`src/rtl/tmcw_pkg.sv`:
```
// Shared constants, register codes, control structs and address helpers
// for the text-mode console writer. No dependencies.
package tmcw_pkg;

   localparam int COLUMNS = 80;
   localparam int ROWS    = 25;
   localparam int CELLS   = COLUMNS * ROWS;

   localparam int ADDR_W = $clog2(CELLS);
   localparam int SUM_W  = ADDR_W + 1;

   localparam int CMD_W      = 2;
   localparam int CHAR_W     = 8;
   localparam int IDX_W      = 11;
   localparam int COL_W      = 7;
   localparam int ROW_W      = 5;
   localparam int CELL_W     = 16;
   localparam int CSR_IDX_W  = 3;
   localparam int CSR_DATA_W = 8;

   localparam logic [CMD_W-1:0] CMD_PUT   = 2'd0;
   localparam logic [CMD_W-1:0] CMD_CLEAR = 2'd1;
   localparam logic [CMD_W-1:0] CMD_READ  = 2'd2;

   localparam logic [CSR_IDX_W-1:0] REG_TEXT_ATTR      = 3'd0;
   localparam logic [CSR_IDX_W-1:0] REG_RETURN_CODE    = 3'd1;
   localparam logic [CSR_IDX_W-1:0] REG_BACKSPACE_CODE = 3'd2;
   localparam logic [CSR_IDX_W-1:0] REG_DELETE_CODE    = 3'd3;
   localparam logic [CSR_IDX_W-1:0] REG_MICRO_CODE     = 3'd4;

   localparam logic [CHAR_W-1:0] TEXT_ATTR_RST      = 8'h07;
   localparam logic [CHAR_W-1:0] RETURN_CODE_RST    = 8'd10;
   localparam logic [CHAR_W-1:0] BACKSPACE_CODE_RST = 8'd8;
   localparam logic [CHAR_W-1:0] DELETE_CODE_RST    = 8'd127;
   localparam logic [CHAR_W-1:0] MICRO_CODE_RST     = 8'd181;

   localparam logic [CHAR_W-1:0] MICRO_GLYPH = 8'hE6;
   localparam logic [CELL_W-1:0] SCROLL_FILL = 16'h0700;

   typedef struct packed {
      logic [CHAR_W-1:0] text_attr;
      logic [CHAR_W-1:0] return_code;
      logic [CHAR_W-1:0] backspace_code;
      logic [CHAR_W-1:0] delete_code;
      logic [CHAR_W-1:0] micro_code;
   } cfg_type;

   typedef struct packed {
      logic load;
      logic exec;
      logic mem_write;
      logic mem_read;
      logic sweep_step;
      logic respond;
   } ctl_cmd_type;

   typedef struct packed {
      logic op_write;
      logic op_read;
      logic sweep_now;
      logic scroll_pending;
      logic sweep_last;
   } dp_status_type;

   // Screen rows live in a ring; base is the physical address of the top row.
   function automatic logic [ADDR_W-1:0] phys_addr(input logic [SUM_W-1:0] lin,
                                                   input logic [ADDR_W-1:0] base);
      logic [SUM_W-1:0] sum;
      sum = lin + SUM_W'(base);
      if (sum >= SUM_W'(CELLS)) begin
         sum = sum - SUM_W'(CELLS);
      end
      return sum[ADDR_W-1:0];
   endfunction

   function automatic logic [SUM_W-1:0] lin_addr(input logic [ROW_W-1:0] row,
                                                 input logic [COL_W-1:0] col);
      return SUM_W'(row) * SUM_W'(COLUMNS) + SUM_W'(col);
   endfunction

endpackage

```
`src/rtl/tmcw_ctrl.sv`:
```
// Sequencing state machine of the console writer: reset fill, decode,
// cell write or read, row/screen fill sweep, result beat. Depends on tmcw_pkg.
module tmcw_ctrl (
   input  logic                     clock,
   input  logic                     reset,
   input  logic                     start,
   output logic                     busy,
   input  tmcw_pkg::dp_status_type  status,
   output tmcw_pkg::ctl_cmd_type    cmd
);
   import tmcw_pkg::*;

   localparam logic [2:0] S_INIT  = 3'd0;
   localparam logic [2:0] S_IDLE  = 3'd1;
   localparam logic [2:0] S_EXEC  = 3'd2;
   localparam logic [2:0] S_WRITE = 3'd3;
   localparam logic [2:0] S_READ  = 3'd4;
   localparam logic [2:0] S_SWEEP = 3'd5;
   localparam logic [2:0] S_RESP  = 3'd6;

   logic [2:0] state_ff;
   logic [2:0] state_in;

   always_comb begin
      state_in = state_ff;
      cmd      = '0;
      case (state_ff)
         S_INIT: begin
            cmd.sweep_step = 1'b1;
            if (status.sweep_last) begin
               state_in = S_IDLE;
            end
         end
         S_IDLE: begin
            if (start) begin
               cmd.load = 1'b1;
               state_in = S_EXEC;
            end
         end
         S_EXEC: begin
            cmd.exec = 1'b1;
            if (status.op_write) begin
               state_in = S_WRITE;
            end else if (status.op_read) begin
               state_in = S_READ;
            end else if (status.sweep_now) begin
               state_in = S_SWEEP;
            end else begin
               state_in = S_RESP;
            end
         end
         S_WRITE: begin
            cmd.mem_write = 1'b1;
            state_in = status.scroll_pending ? S_SWEEP : S_RESP;
         end
         S_READ: begin
            cmd.mem_read = 1'b1;
            state_in = S_RESP;
         end
         S_SWEEP: begin
            cmd.sweep_step = 1'b1;
            if (status.sweep_last) begin
               state_in = S_RESP;
            end
         end
         S_RESP: begin
            cmd.respond = 1'b1;
            state_in = S_IDLE;
         end
         default: state_in = S_IDLE;
      endcase
   end

   always_ff @(posedge clock) begin
      if (reset) begin
         state_ff <= S_INIT;
      end else begin
         state_ff <= state_in;
      end
   end

   assign busy = (state_ff != S_IDLE);

endmodule

```
`config.mk`:
```
export PLATFORM = sky130hd
export DESIGN_NAME = tmcw_ctrl
export DESIGN_NICKNAME = d
export VERILOG_FILES = /design/src/rtl/tmcw_pkg.sv /design/src/rtl/tmcw_ctrl.sv
export SDC_FILE = /design/constraint.sdc
export NUM_CORES = 1
export LEC_CHECK = 0
export ABC_CLOCK_PERIOD_IN_PS = 1700
export BUFFER_PORTS_ARGS = -buffer_cell sky130_fd_sc_hd__buf_2
export CAP_MARGIN = 40
export CORE_AREA = 2 2 39 41
export CTS_CLUSTER_SIZE = 10
export DETAILED_ROUTE_END_ITERATION = 7
export DIE_AREA = 0 0 41 43
export PLACE_DENSITY_LB_ADDON = 0.25
export SYNTH_ARGS = -nofsm -noshare
export SYNTH_HDL_FRONTEND = slang
export SYNTH_SLANG_ARGS = --single-unit
```
`constraint.sdc`:
```
create_clock -name clock -period 1.7 [get_ports clock]
set_input_delay 0.34 -clock clock [delete_from_list [all_inputs] [get_ports clock]]
set_output_delay 0.34 -clock clock [all_outputs]
set_load 0.01 [all_outputs]
```
==> metrics.cfg <==
[final_layout]
seqCellArea_um2=60.1
regMostFlops=state_ff
drive_gt1_share_pct=42.9
stdcell_area_um2=363
nFillCells=165
antenna_cells=0
largest_reg_flops=3
nets=58
multi_input_area_um2=183
area_delta_synth_final_pct=31.2
reg_top3=state_ff x3

[sta]
worstMarginPinSlew_ns=0.410
fmax_mhz=643
setup-violations-final=0
relSlewSlack_pct=72.6
final_hold_viol_count=0
clock_skew_ns=0.00202
rsz0062_at_grt=false
finalCriticalPeriod_ns=1.55
timing.final.crit_share_pct=91.5
drv_slew=0
tns_ns=0

[worst_setup_path]
critPathMaxFanout=12
path_class=flop to output port
start_kind=flop
ff2ff_setup_slack_ns=0.48
reg2reg_depth=3
endpoint_kind=output port
rr_endpoint=state_ff[1]$_SDFFE_PP0P_
cp-startpoint=state_ff[2]$_SDFFE_PP0P_
cp_top_family=flip-flops
r2r_start=state_ff[2]$_SDFFE_PP0P_
cp_cell_sequence=or2_1 > a21oi_1 > buf_2
crit_path_top_delay_cell=dfxtp_1
cp_slowest_stage_delay_ns=0.42
worstPathArrival_ns=1.21
crit_required_ns=1.36
crit_buf_inv=1

[logic_synthesis]
synth_cells=34
netlist_area_um2=277
yosys_warnings=0
synthTopCellsByArea=dfxtp_1, buf_6, nand2_1
synth_seq_cells=3
synthDistinctLibCells=25
ys_seq_area_share_pct=21.7
synth_largest_area_cell=dfxtp_1
synth.most_common_cell=nand2_1
synth_nets=42
syn_avg_cell_area_um2=8.13
yosys-top-cells-count=nand2_1, dfxtp_1
async_reset_ff_share_pct=0
ys.flop_type=dfxtp_1
synth-edff-count=0
synth_top_area_share_pct=21.7

[route]
first_iter_violations=0
wl_per_cell_um=9.45
wirelength_um=614
vias=290
drc=0
routed_via_density=4.46
dr.pass1.iters=1
ant_nets=0

[placed_design]
place.port_buffers=14
gp_congestion=0.715
place_area_um2=337

[clock_tree]
clk_pin_slew_ns=0.04
cts.path.max_buffers=2
cts-resized-gates=0
numCtsBuffers=3
cts_tree=yes
cts_setup_buffers=0
cts-root-buf=clkbuf_4
clk_latency_ns=0.23
htreeDepth=1
clock-sinks=3
cts_hold_buffers=0

[pwr]
p_int_uw=194
vdd_ir_drop_max_uv=157
power_leakage_nw=0.173
seqPwrFrac_pct=32.8
switchingPower_uw=75.1
combPwrFrac_pct=21.1
power.density_mw_per_mm2=741
clockPowerShare_pct=46.1
p_sw_share_pct=27.9

[job]
drv_cap=0

[grt]
grt_pass1_vias=251
grt_usage_pct=8.23
grt_overflow=0
antenna_found_initial=0
grt_pass1_wl_um=931
grt_max_degree=14

[floorplan]
dieArea_mm2=0.00176
num_io_pins=15
die_h_um=43
rows=14
fp.dieW_um=41
start_util_pct=20.0
coreArea_mm2=0.00138

[worst_hold_path]
hp-class=input pin to flop
holdPathStages=2
hold_path.startpoint=reset
hold-path-endpoint=state_ff[2]$_SDFFE_PP0P_

[status]
outcome=finished clean

per-layer routing:
layer / track usage [%] / vias up / wire length (um) / part of all wire, %
met1: 9.32 / 129 / 259 / 42
met4: 8.00 / 0 / 13 / 2.1
met2: 10.9 / 9 / 303 / 49
met3: 3.14 / 2 / 38 / 6.2
li1: - / 150 / - / -
met5: 0 / - / 0 / 0
placed cells by master, fill, tap and decap left out:
master | netlist | routed
nand2b_1 | 1 | 1
nor2_1 | 1 | 1
a21oi_1 | 2 | 2
nor3b_2 | 1 | 1
o311ai_1 | 1 | 1
a311oi_1 | 1 | 1
nor2b_4 | 1 | 1
and4b_1 | 1 | 1
and3b_2 | 1 | 1
or2_1 | 1 | 1
o21ai_1 | 1 | 1
o21bai_1 | 1 | 1
clkbuf_4 | 0 | 3
or2b_1 | 1 | 1
and2_2 | 1 | 1
inv_1 | 1 | 1
nor3b_1 | 1 | 1
nor3_1 | 1 | 1
a22o_1 | 1 | 1
clkbuf_1 | 0 | 1
dfxtp_1 | 3 | 3
o21ai_0 | 2 | 2
nand2_1 | 4 | 4
buf_2 | 0 | 14
nor2b_1 | 2 | 2
nor4_1 | 1 | 1
cell families (layout without fill, tap and decap cells):
kind of cell | count (synthesis) | in the layout | synth area share, %
and+or+nand+nor | 18 | 18 | 44.8
DFF | 3 | 3 | 21.7
buffers and inverters | 4 | 19 | 12.2
AOI/OAI and AO/OA | 9 | 9 | 21.3
per-stage QoR:
stage | utilization, % | cells | total power, mW | setup WS (ns) | hold WS (ns)
final | 26.2 | 65 | 0.269 | 0.145 | 0.295
after global routing | 26.2 | 65 | 0.294 | 0.00307 | 0.287
after CTS | 26.2 | 65 | 0.276 | 0.137 | 0.289
after detailed placement | 24.3 | 61 | 0.147 | 0.394 | 0.539
after global placement | 24.3 | 61 | 0.147 | 0.382 | 0.542
after floorplan | - | 34 | 0.127 | 0.542 | 0.409
worst max path at each step:
stage / endpoint / cells after the start
after floorplan: cmd[5] / 3
after global placement: cmd[1] / 3
after detailed placement: cmd[1] / 3
after CTS: cmd[1] / 3
after global routing: cmd[1] / 3
final: cmd[1] / 3
power by group through the flow:
stage               registers, mW  clock network (mW)  logic [mW]
floorplan                  0.0797                   0      0.0476
global placement           0.0900                   0      0.0573
detailed placement         0.0898                   0      0.0572
CTS                        0.0888               0.130      0.0574
global route               0.0903               0.139      0.0646
finish                     0.0883               0.124      0.0568
final cells by class:
type	instances	share of cell area (%)
Clock buffer	4	7.24
Tap cell	16	5.52
Multi-Input combinational cell	27	50.3
Sequential cell	3	16.6
Inverter	1	1.03
Timing Repair Buffer	14	19.3
No activity file was read; power rests on OpenSTA's default activity.
