### src/rtl/tmcw_pkg.sv
// Shared constants, register codes, control structs and address helpers
// for the text-mode console writer. No dependencies.
package tmcw_pkg;

   localparam int COLUMNS = 80;
   localparam int ROWS    = 25;
   localparam int CELLS   = COLUMNS * ROWS;

   localparam int ADDR_W = $clog2(CELLS);
   localparam int SUM_W  = ADDR_W + 1;

   localparam int CMD_W      = 2;
   localparam int CHAR_W     = 8;
   localparam int IDX_W      = 11;
   localparam int COL_W      = 7;
   localparam int ROW_W      = 5;
   localparam int CELL_W     = 16;
   localparam int CSR_IDX_W  = 3;
   localparam int CSR_DATA_W = 8;

   localparam logic [CMD_W-1:0] CMD_PUT   = 2'd0;
   localparam logic [CMD_W-1:0] CMD_CLEAR = 2'd1;
   localparam logic [CMD_W-1:0] CMD_READ  = 2'd2;

   localparam logic [CSR_IDX_W-1:0] REG_TEXT_ATTR      = 3'd0;
   localparam logic [CSR_IDX_W-1:0] REG_RETURN_CODE    = 3'd1;
   localparam logic [CSR_IDX_W-1:0] REG_BACKSPACE_CODE = 3'd2;
   localparam logic [CSR_IDX_W-1:0] REG_DELETE_CODE    = 3'd3;
   localparam logic [CSR_IDX_W-1:0] REG_MICRO_CODE     = 3'd4;

   localparam logic [CHAR_W-1:0] TEXT_ATTR_RST      = 8'h07;
   localparam logic [CHAR_W-1:0] RETURN_CODE_RST    = 8'd10;
   localparam logic [CHAR_W-1:0] BACKSPACE_CODE_RST = 8'd8;
   localparam logic [CHAR_W-1:0] DELETE_CODE_RST    = 8'd127;
   localparam logic [CHAR_W-1:0] MICRO_CODE_RST     = 8'd181;

   localparam logic [CHAR_W-1:0] MICRO_GLYPH = 8'hE6;
   localparam logic [CELL_W-1:0] SCROLL_FILL = 16'h0700;

   typedef struct packed {
      logic [CHAR_W-1:0] text_attr;
      logic [CHAR_W-1:0] return_code;
      logic [CHAR_W-1:0] backspace_code;
      logic [CHAR_W-1:0] delete_code;
      logic [CHAR_W-1:0] micro_code;
   } cfg_type;

   typedef struct packed {
      logic load;
      logic exec;
      logic mem_write;
      logic mem_read;
      logic sweep_step;
      logic respond;
   } ctl_cmd_type;

   typedef struct packed {
      logic op_write;
      logic op_read;
      logic sweep_now;
      logic scroll_pending;
      logic sweep_last;
   } dp_status_type;

   // Screen rows live in a ring; base is the physical address of the top row.
   function automatic logic [ADDR_W-1:0] phys_addr(input logic [SUM_W-1:0] lin,
                                                   input logic [ADDR_W-1:0] base);
      logic [SUM_W-1:0] sum;
      sum = lin + SUM_W'(base);
      if (sum >= SUM_W'(CELLS)) begin
         sum = sum - SUM_W'(CELLS);
      end
      return sum[ADDR_W-1:0];
   endfunction

   function automatic logic [SUM_W-1:0] lin_addr(input logic [ROW_W-1:0] row,
                                                 input logic [COL_W-1:0] col);
      return SUM_W'(row) * SUM_W'(COLUMNS) + SUM_W'(col);
   endfunction

endpackage

### src/rtl/tmcw_regs.sv
// Configuration registers of the console writer, written through a plain
// write port. Depends on tmcw_pkg.
module tmcw_regs (
   input  logic                             clock,
   input  logic                             reset,
   input  logic                             csr_we,
   input  logic [tmcw_pkg::CSR_IDX_W-1:0]   csr_index,
   input  logic [tmcw_pkg::CSR_DATA_W-1:0]  csr_wdata,
   output tmcw_pkg::cfg_type                cfg
);
   import tmcw_pkg::*;

   cfg_type cfg_ff;

   always_ff @(posedge clock) begin
      if (reset) begin
         cfg_ff.text_attr      <= TEXT_ATTR_RST;
         cfg_ff.return_code    <= RETURN_CODE_RST;
         cfg_ff.backspace_code <= BACKSPACE_CODE_RST;
         cfg_ff.delete_code    <= DELETE_CODE_RST;
         cfg_ff.micro_code     <= MICRO_CODE_RST;
      end else if (csr_we) begin
         case (csr_index)
            REG_TEXT_ATTR:      cfg_ff.text_attr      <= csr_wdata;
            REG_RETURN_CODE:    cfg_ff.return_code    <= csr_wdata;
            REG_BACKSPACE_CODE: cfg_ff.backspace_code <= csr_wdata;
            REG_DELETE_CODE:    cfg_ff.delete_code    <= csr_wdata;
            REG_MICRO_CODE:     cfg_ff.micro_code     <= csr_wdata;
            default: ;
         endcase
      end
   end

   assign cfg = cfg_ff;

endmodule

### config.mk
export PLATFORM = sky130hd
export DESIGN_NAME = tmcw_regs
export DESIGN_NICKNAME = d
export VERILOG_FILES = /design/src/rtl/tmcw_pkg.sv /design/src/rtl/tmcw_regs.sv
export SDC_FILE = /design/constraint.sdc
export NUM_CORES = 1
export LEC_CHECK = 0
export ABC_AREA = 1
export BUFFER_PORTS_ARGS = -buffer_cell sky130_fd_sc_hd__clkbuf_2
export CORE_MARGIN = 2
export CORE_UTILIZATION = 52
export DETAILED_ROUTE_END_ITERATION = 6
export PLACE_DENSITY = 0.89
export SETUP_SLACK_MARGIN = 0.02
export SYNTH_ARGS = -nofsm -noshare
export SYNTH_HDL_FRONTEND = slang
export SYNTH_SLANG_ARGS = --single-unit
export TNS_END_PERCENT = 5
### constraint.sdc
create_clock -name clock -period 2.3 [get_ports clock]
set_input_delay 0.23 -clock clock [delete_from_list [all_inputs] [get_ports clock]]
set_output_delay 0.23 -clock clock [all_outputs]
set_load 0.02 [all_outputs]
==> impl_metrics.tcl, run 1 <==
set metrics [dict create \
    clk_path_buf_depth 2 \
    async_reset_ff_share_pct 0 \
    max_freq_ghz 0.752 \
    antenna_found_initial 0 \
    diodes 0 \
    p_total_w 0.00122 \
    cts_setup_buffers 0 \
    drive_gt1_share_pct 24.8 \
    numCtsBuffers 5 \
    viasPerCell 4.99 \
    dp_hpwl_um 2800 \
    cp.required_ns 2.51 \
    clock-sinks 40 \
    drt-initial-drc-count 41 \
    io_buffers 53 \
    synthFlopType "dfxtp_1" \
    grt_pass1_vias 1297 \
    worstPathArrival_ns 1.54 \
    multi_input_area_um2 711 \
    period_share_pct 57.8 \
    crit_type "in -> reg" \
    grt_overflow 0 \
    syn_nets 237 \
    fp.dieW_um 59.3 \
    slew_violations 0 \
    avgSynthCellArea_um2 7.14 \
    yosysTopAreaCell "dfxtp_1" \
    ios 54 \
    synth.distinct_cells 10 \
    postRouteAntennaNets 0 \
    cp_max_fo 23 \
    maxCapViolCount 0 \
    vias 1553 \
    cts_resized 0 \
    finalHoldViolations 0 \
    grt_max_degree 41 \
    skew_ns 0 \
    area_delta_synth_final_pct 21.1 \
    yosysMostFrequentCell "nand2_1" \
    grtUsageTotal_pct 22.0 \
    h-tree-depth 2 \
    drtPass1Iterations 4 \
    syn_area_um2 1590 \
    run_status "completed" \
    p_leak_nw 0.992 \
    final_net_count 292 \
    worst_pin_slew_ns 0.794 \
    synth_commonest_cells "nand2_1, nor2_1, dfxtp_1, nand3_1, inv_1" \
    ctsRootBufferMaster "clkbuf_4" \
    yosysSeqAreaShare_pct 50.3 \
    period_minus_slack_ns 1.33 \
    wl_per_cell_um 11.8 \
    routed_wirelength_um 3680 \
    place_congestion 0.838 \
    final_util_pct 64.7 \
    coreArea_um2 2980 \
    synth-warning-count 0 \
    setup_tns_ns 0 \
    clkTransAtPathRegs_ns 0.11 \
    rsz0062_at_grt "false" \
    rows 20 \
    regArea_um2 801 \
    irDropWorstVdd_v 0.000410 \
    hp-class "in -> reg" \
    largest_register_ffs 40 \
    die_area_um2 3520 \
    drc 0 \
    synth-edff-count 0 \
    synth_area_leaders "dfxtp_1, nand2_1, nand3_1" \
    hold_buffers 0 \
    syn_inst 223 \
    grt_first_pass_wirelength_um 5850 \
    end_kind "register" \
    cts_tree "done" \
    nFillCells 281 \
    clock_latency_ns 0.33 \
    synth-seq-cells 40 \
    die_height_um 59.3 \
    slew_headroom_pct 47.0 \
    start_kind "primary input" \
    start_util_pct 53.5 \
    setup_viol 0 \
    power_density_nw_per_um2 633 \
    synth_top_area_share_pct 50.3 \
]
[per-layer routing]
layer	vias to the layer above	share of wire, %	global-route usage, %
met4	0	1.1	6.82
met3	7	6.6	4.59
met5	-	0	0
li1	802	-	-
met2	59	46	34.4
met1	685	46	30.4
[final timing paths]
path / end / cells after the start / slack (ns) / from
worst max-delay path: cfg[10] / 6 / 0.97 / csr_we
worst min-delay path: cfg[7] / 3 / 0.12 / csr_wdata[7]
worst max register to register: cfg[15] / 2 / 1.70 / cfg[15]
worst min register to register: cfg[12] / 2 / 0.47 / cfg[12]
[worst max-delay path, cell delays in order]
cell	delay (ns)
clkbuf_2	0.10
inv_1	0.05
nor2_2	0.60
nand2_1	0.36
nand2_1	0.13
nand3_1	0.07
[power by group]
part	internal (W)	total (W)	switching (W)
combinational	0.0000540	0.000176	0.000122
clock	0.000113	0.000315	0.000203
sequential	0.000717	0.000730	0.0000130
total	0.000884	0.00122	0.000337
[layout make-up]
type / count / share of cell area, %
clock buffers: 6 / 2.14
well taps: 33 / 2.14
clock inverters: 1 / 0.260
repair buffers: 54 / 14.1
inverters: 15 / 2.92
flip-flops and latches: 40 / 41.5
multi-input cells: 162 / 36.9
[placed cells by master, fill, tap and decap left out]
cell	synthesis	final
nor2_2	3	3
inv_1	15	15
nor2_4	6	6
nand3_1	40	40
clkbuf_4	0	5
clkbuf_2	0	53
nor2_1	44	44
clkinv_2	0	1
buf_4	0	1
clkbuf_1	3	1
nand2_1	69	69
dfxtp_1	40	40
[cells by family (layout without fill, tap and decap cells)]
logic type | after synthesis | count (layout) | synth area share [%]
buffers and inverters | 21 | 76 | 5.11
and+or+nand+nor | 162 | 162 | 44.6
DFF | 40 | 40 | 50.3
[through the flow]
step	hold slack [ns]	instance area, um^2	std cells	setup WS, ns
after floorplan	0.343	1590	223	1.40
after global placement	0.446	1880	304	0.725
after detailed placement	0.452	1880	304	0.626
after CTS	0.107	1930	311	0.996
after global routing	0.122	1930	311	0.873
final	0.120	1930	311	0.969
No activity file was read; power rests on OpenSTA's default activity.
==> run 2: changes to the inputs <==
--- a/config.mk
+++ b/config.mk
@@ -5,12 +5,12 @@
 export SDC_FILE = /design/constraint.sdc
 export NUM_CORES = 1
 export LEC_CHECK = 0
-export ABC_AREA = 1
+export ABC_AREA = 0
 export BUFFER_PORTS_ARGS = -buffer_cell sky130_fd_sc_hd__clkbuf_2
 export CORE_MARGIN = 2
-export CORE_UTILIZATION = 52
+export CORE_UTILIZATION = 49
 export DETAILED_ROUTE_END_ITERATION = 6
-export PLACE_DENSITY = 0.89
+export PLACE_DENSITY = 0.85
 export SETUP_SLACK_MARGIN = 0.02
 export SYNTH_ARGS = -nofsm -noshare
 export SYNTH_HDL_FRONTEND = slang
==> constraint.sdc (replaced) <==
create_clock -name clock -period 1.25 [get_ports clock]
set_input_delay 0.125 -clock clock [delete_from_list [all_inputs] [get_ports clock]]
set_output_delay 0.125 -clock clock [all_outputs]
set_load 0.02 [all_outputs]
==> impl_metrics.tcl, run 2 <==
set metrics [dict create \
    placed_area_um2 1970 \
    cp_max_fo 2 \
    fp.dieW_um 61.9 \
    internal-power_w 0.00183 \
    synth-warning-count 0 \
    viasPerCell 4.84 \
    rr_endpoint "cfg[9]" \
    ctsRootBufferMaster "clkbuf_4" \
    slowest_stage "dfxtp_1" \
    worstPathArrival_ns 0.90 \
    cts_tree "done" \
    multi_input_area_um2 786 \
    finalHoldViolations 0 \
    die_height_um 61.9 \
    run_status "completed" \
    maxCapViolCount 0 \
    path_buf_inv 1 \
    slowest_delay_ns 0.37 \
    hold_start "csr_wdata[0]" \
    ios 54 \
    cp.depth 1 \
    dp_hpwl_um 2380 \
    routed_wirelength_um 3330 \
    antenna_found_initial 0 \
    h-tree-depth 2 \
    clock-sinks 40 \
    end_kind "output pin" \
    period_share_pct 81.7 \
    clock_latency_ns 0.34 \
    crit_type "reg -> out" \
    place_congestion 0.672 \
    power_frac_seq_pct 54.8 \
    cp.required_ns 1.12 \
    setup_viol 0 \
    drtPass1Iterations 4 \
    setup_tns_ns 0 \
    pwr-share-comb_pct 9.9 \
    grt_max_degree 57 \
    final_net_count 225 \
    clk_path_buf_depth 2 \
    rows 21 \
    skew_ns 0 \
    r2r_cells 2 \
    synth_top_area_share_pct 48.7 \
    drc 0 \
    min_to "cfg[16]" \
    cp_cell_sequence "clkbuf_2" \
    final_util_pct 62.2 \
    synthFlopType "dfxtp_1" \
    dp.cells 250 \
    start_kind "register" \
    fin_area_um2 2040 \
    r2r_setup_slack_ns 0.62 \
    async_reset_ff_share_pct 0 \
    p_leak_nw 1.01 \
    grt_overflow 0 \
    worst_pin_slew_ns 0.346 \
    syn_nets 172 \
    critPathTopFamily "flip-flops" \
    final_cells 258 \
    numCtsBuffers 5 \
    largest_register_ffs 40 \
    synth-edff-count 0 \
    synth.distinct_cells 12 \
    clkTransAtPathRegs_ns 0.12 \
    holdWs_ns 0.0547 \
    slew_headroom_pct 76.9 \
    period_minus_slack_ns 1.02 \
    avgSynthCellArea_um2 10.4 \
    yosysSeqAreaShare_pct 48.7 \
    syn_area_um2 1640 \
    postRouteAntennaNets 0 \
    min_path_cells 3 \
    grtUsageTotal_pct 18.7 \
    irDropWorstVdd_v 0.000818 \
    switching_share_pct 24.0 \
    start_util_pct 50.1 \
    drive_gt1_share_pct 31.1 \
    grt_first_pass_wirelength_um 5120 \
    io_buffers 53 \
    cts_resized 0 \
    p_clk_share_pct 35.2 \
    switching_power_w 0.000578 \
    die_area_um2 3830 \
    hold_buffers 0 \
    slew_violations 0 \
    regToRegStartpoint "cfg[9]" \
    rsz0062_at_grt "false" \
    wl_per_cell_um 12.9 \
    final_common_cell "clkbuf_2" \
    drt-initial-drc-count 62 \
    vias 1248 \
    diodes 0 \
    area_delta_synth_final_pct 24.3 \
    regArea_um2 801 \
    power_density_nw_per_um2 1180 \
    grt_pass1_vias 1104 \
    synth-seq-cells 40 \
    mostFrequentLayoutCells "clkbuf_2, mux2i_1, dfxtp_1" \
    cts_setup_buffers 0 \
    nFillCells 267 \
    coreArea_um2 3280 \
    hp-class "in -> reg" \
    yosysTopAreaCell "dfxtp_1" \
    synth_area_leaders "dfxtp_1, mux2i_1, nand2b_1" \
    syn_inst 158 \
    max_freq_ghz 0.979 \
    synth_commonest_cells "dfxtp_1, mux2i_1, nand2b_1" \
]
## run 2: cell count changes after synthesis, moves of 15 or more
cell      delta
inv_1       -15
mux2i_1     +40
nand2b_1    +30
nor2_1      -18
nand2_1     -69
nand3_1     -40
## run 2: metal layers
metal / GRT usage, % / vias to the layer above / part of all wire, %
met5: 0 / - / 0
met4: 7.29 / 0 / 1.2
met3: 6.00 / 6 / 4.7
met2: 28.1 / 30 / 46
met1: 25.0 / 577 / 48
li1: - / 635 / -
## run 2: power groups by stage
| stage | combinational, W | sequential, W | clock, W |
|---|---|---|---|
| detailed placement | 0.000238 | 0.00135 | 0 |
| finish | 0.000239 | 0.00132 | 0.000847 |
| floorplan | 0.000112 | 0.00138 | 0 |
| global route | 0.000259 | 0.00132 | 0.000906 |
| CTS | 0.000240 | 0.00132 | 0.000863 |
| global placement | 0.000236 | 0.00135 | 0 |
## run 2: how the worst max path moves through the flow
stage	from	to	slack, ns
final	cfg[9]	cfg[9]	0.23
after global routing	cfg[1]	cfg[1]	0.17
after CTS	cfg[9]	cfg[9]	0.19
after detailed placement	csr_index[2]	cfg[33]	0.06
after global placement	csr_index[2]	cfg[33]	0.07
after floorplan	csr_index[0]	cfg[32]	0.21
## run 2: cells by family after synthesis
logic type    Yosys count  synth area share, %
simple gates           65                 23.4
buf+inv                13                 3.50
mux                    40                 24.4
flops                  40                 48.7
## run 2: through the flow
step | setup slack (ns) | power, W
6_report | 0.228 | 0.00240
5_1_grt | 0.173 | 0.00249
4_1_cts | 0.193 | 0.00242
3_5_place_dp | 0.0600 | 0.00159
3_3_place_gp | 0.0668 | 0.00158
2_1_floorplan | 0.212 | 0.00149
## run 2: worst reg2reg max path, stage by stage (launching register included)
cell and delay, ns:
dfxtp_1 0.37, nor2_1 0.05, mux2i_1 0.14
## run 2: final cells by class
cell class | instances | share of cell area (%)
Sequential cell | 40 | 39.2
Multi-Input combinational cell | 105 | 38.5
Timing Repair Buffer | 59 | 15.8
Tap cell | 46 | 2.82
Clock buffer | 6 | 2.02
Clock inverter | 2 | 1.71
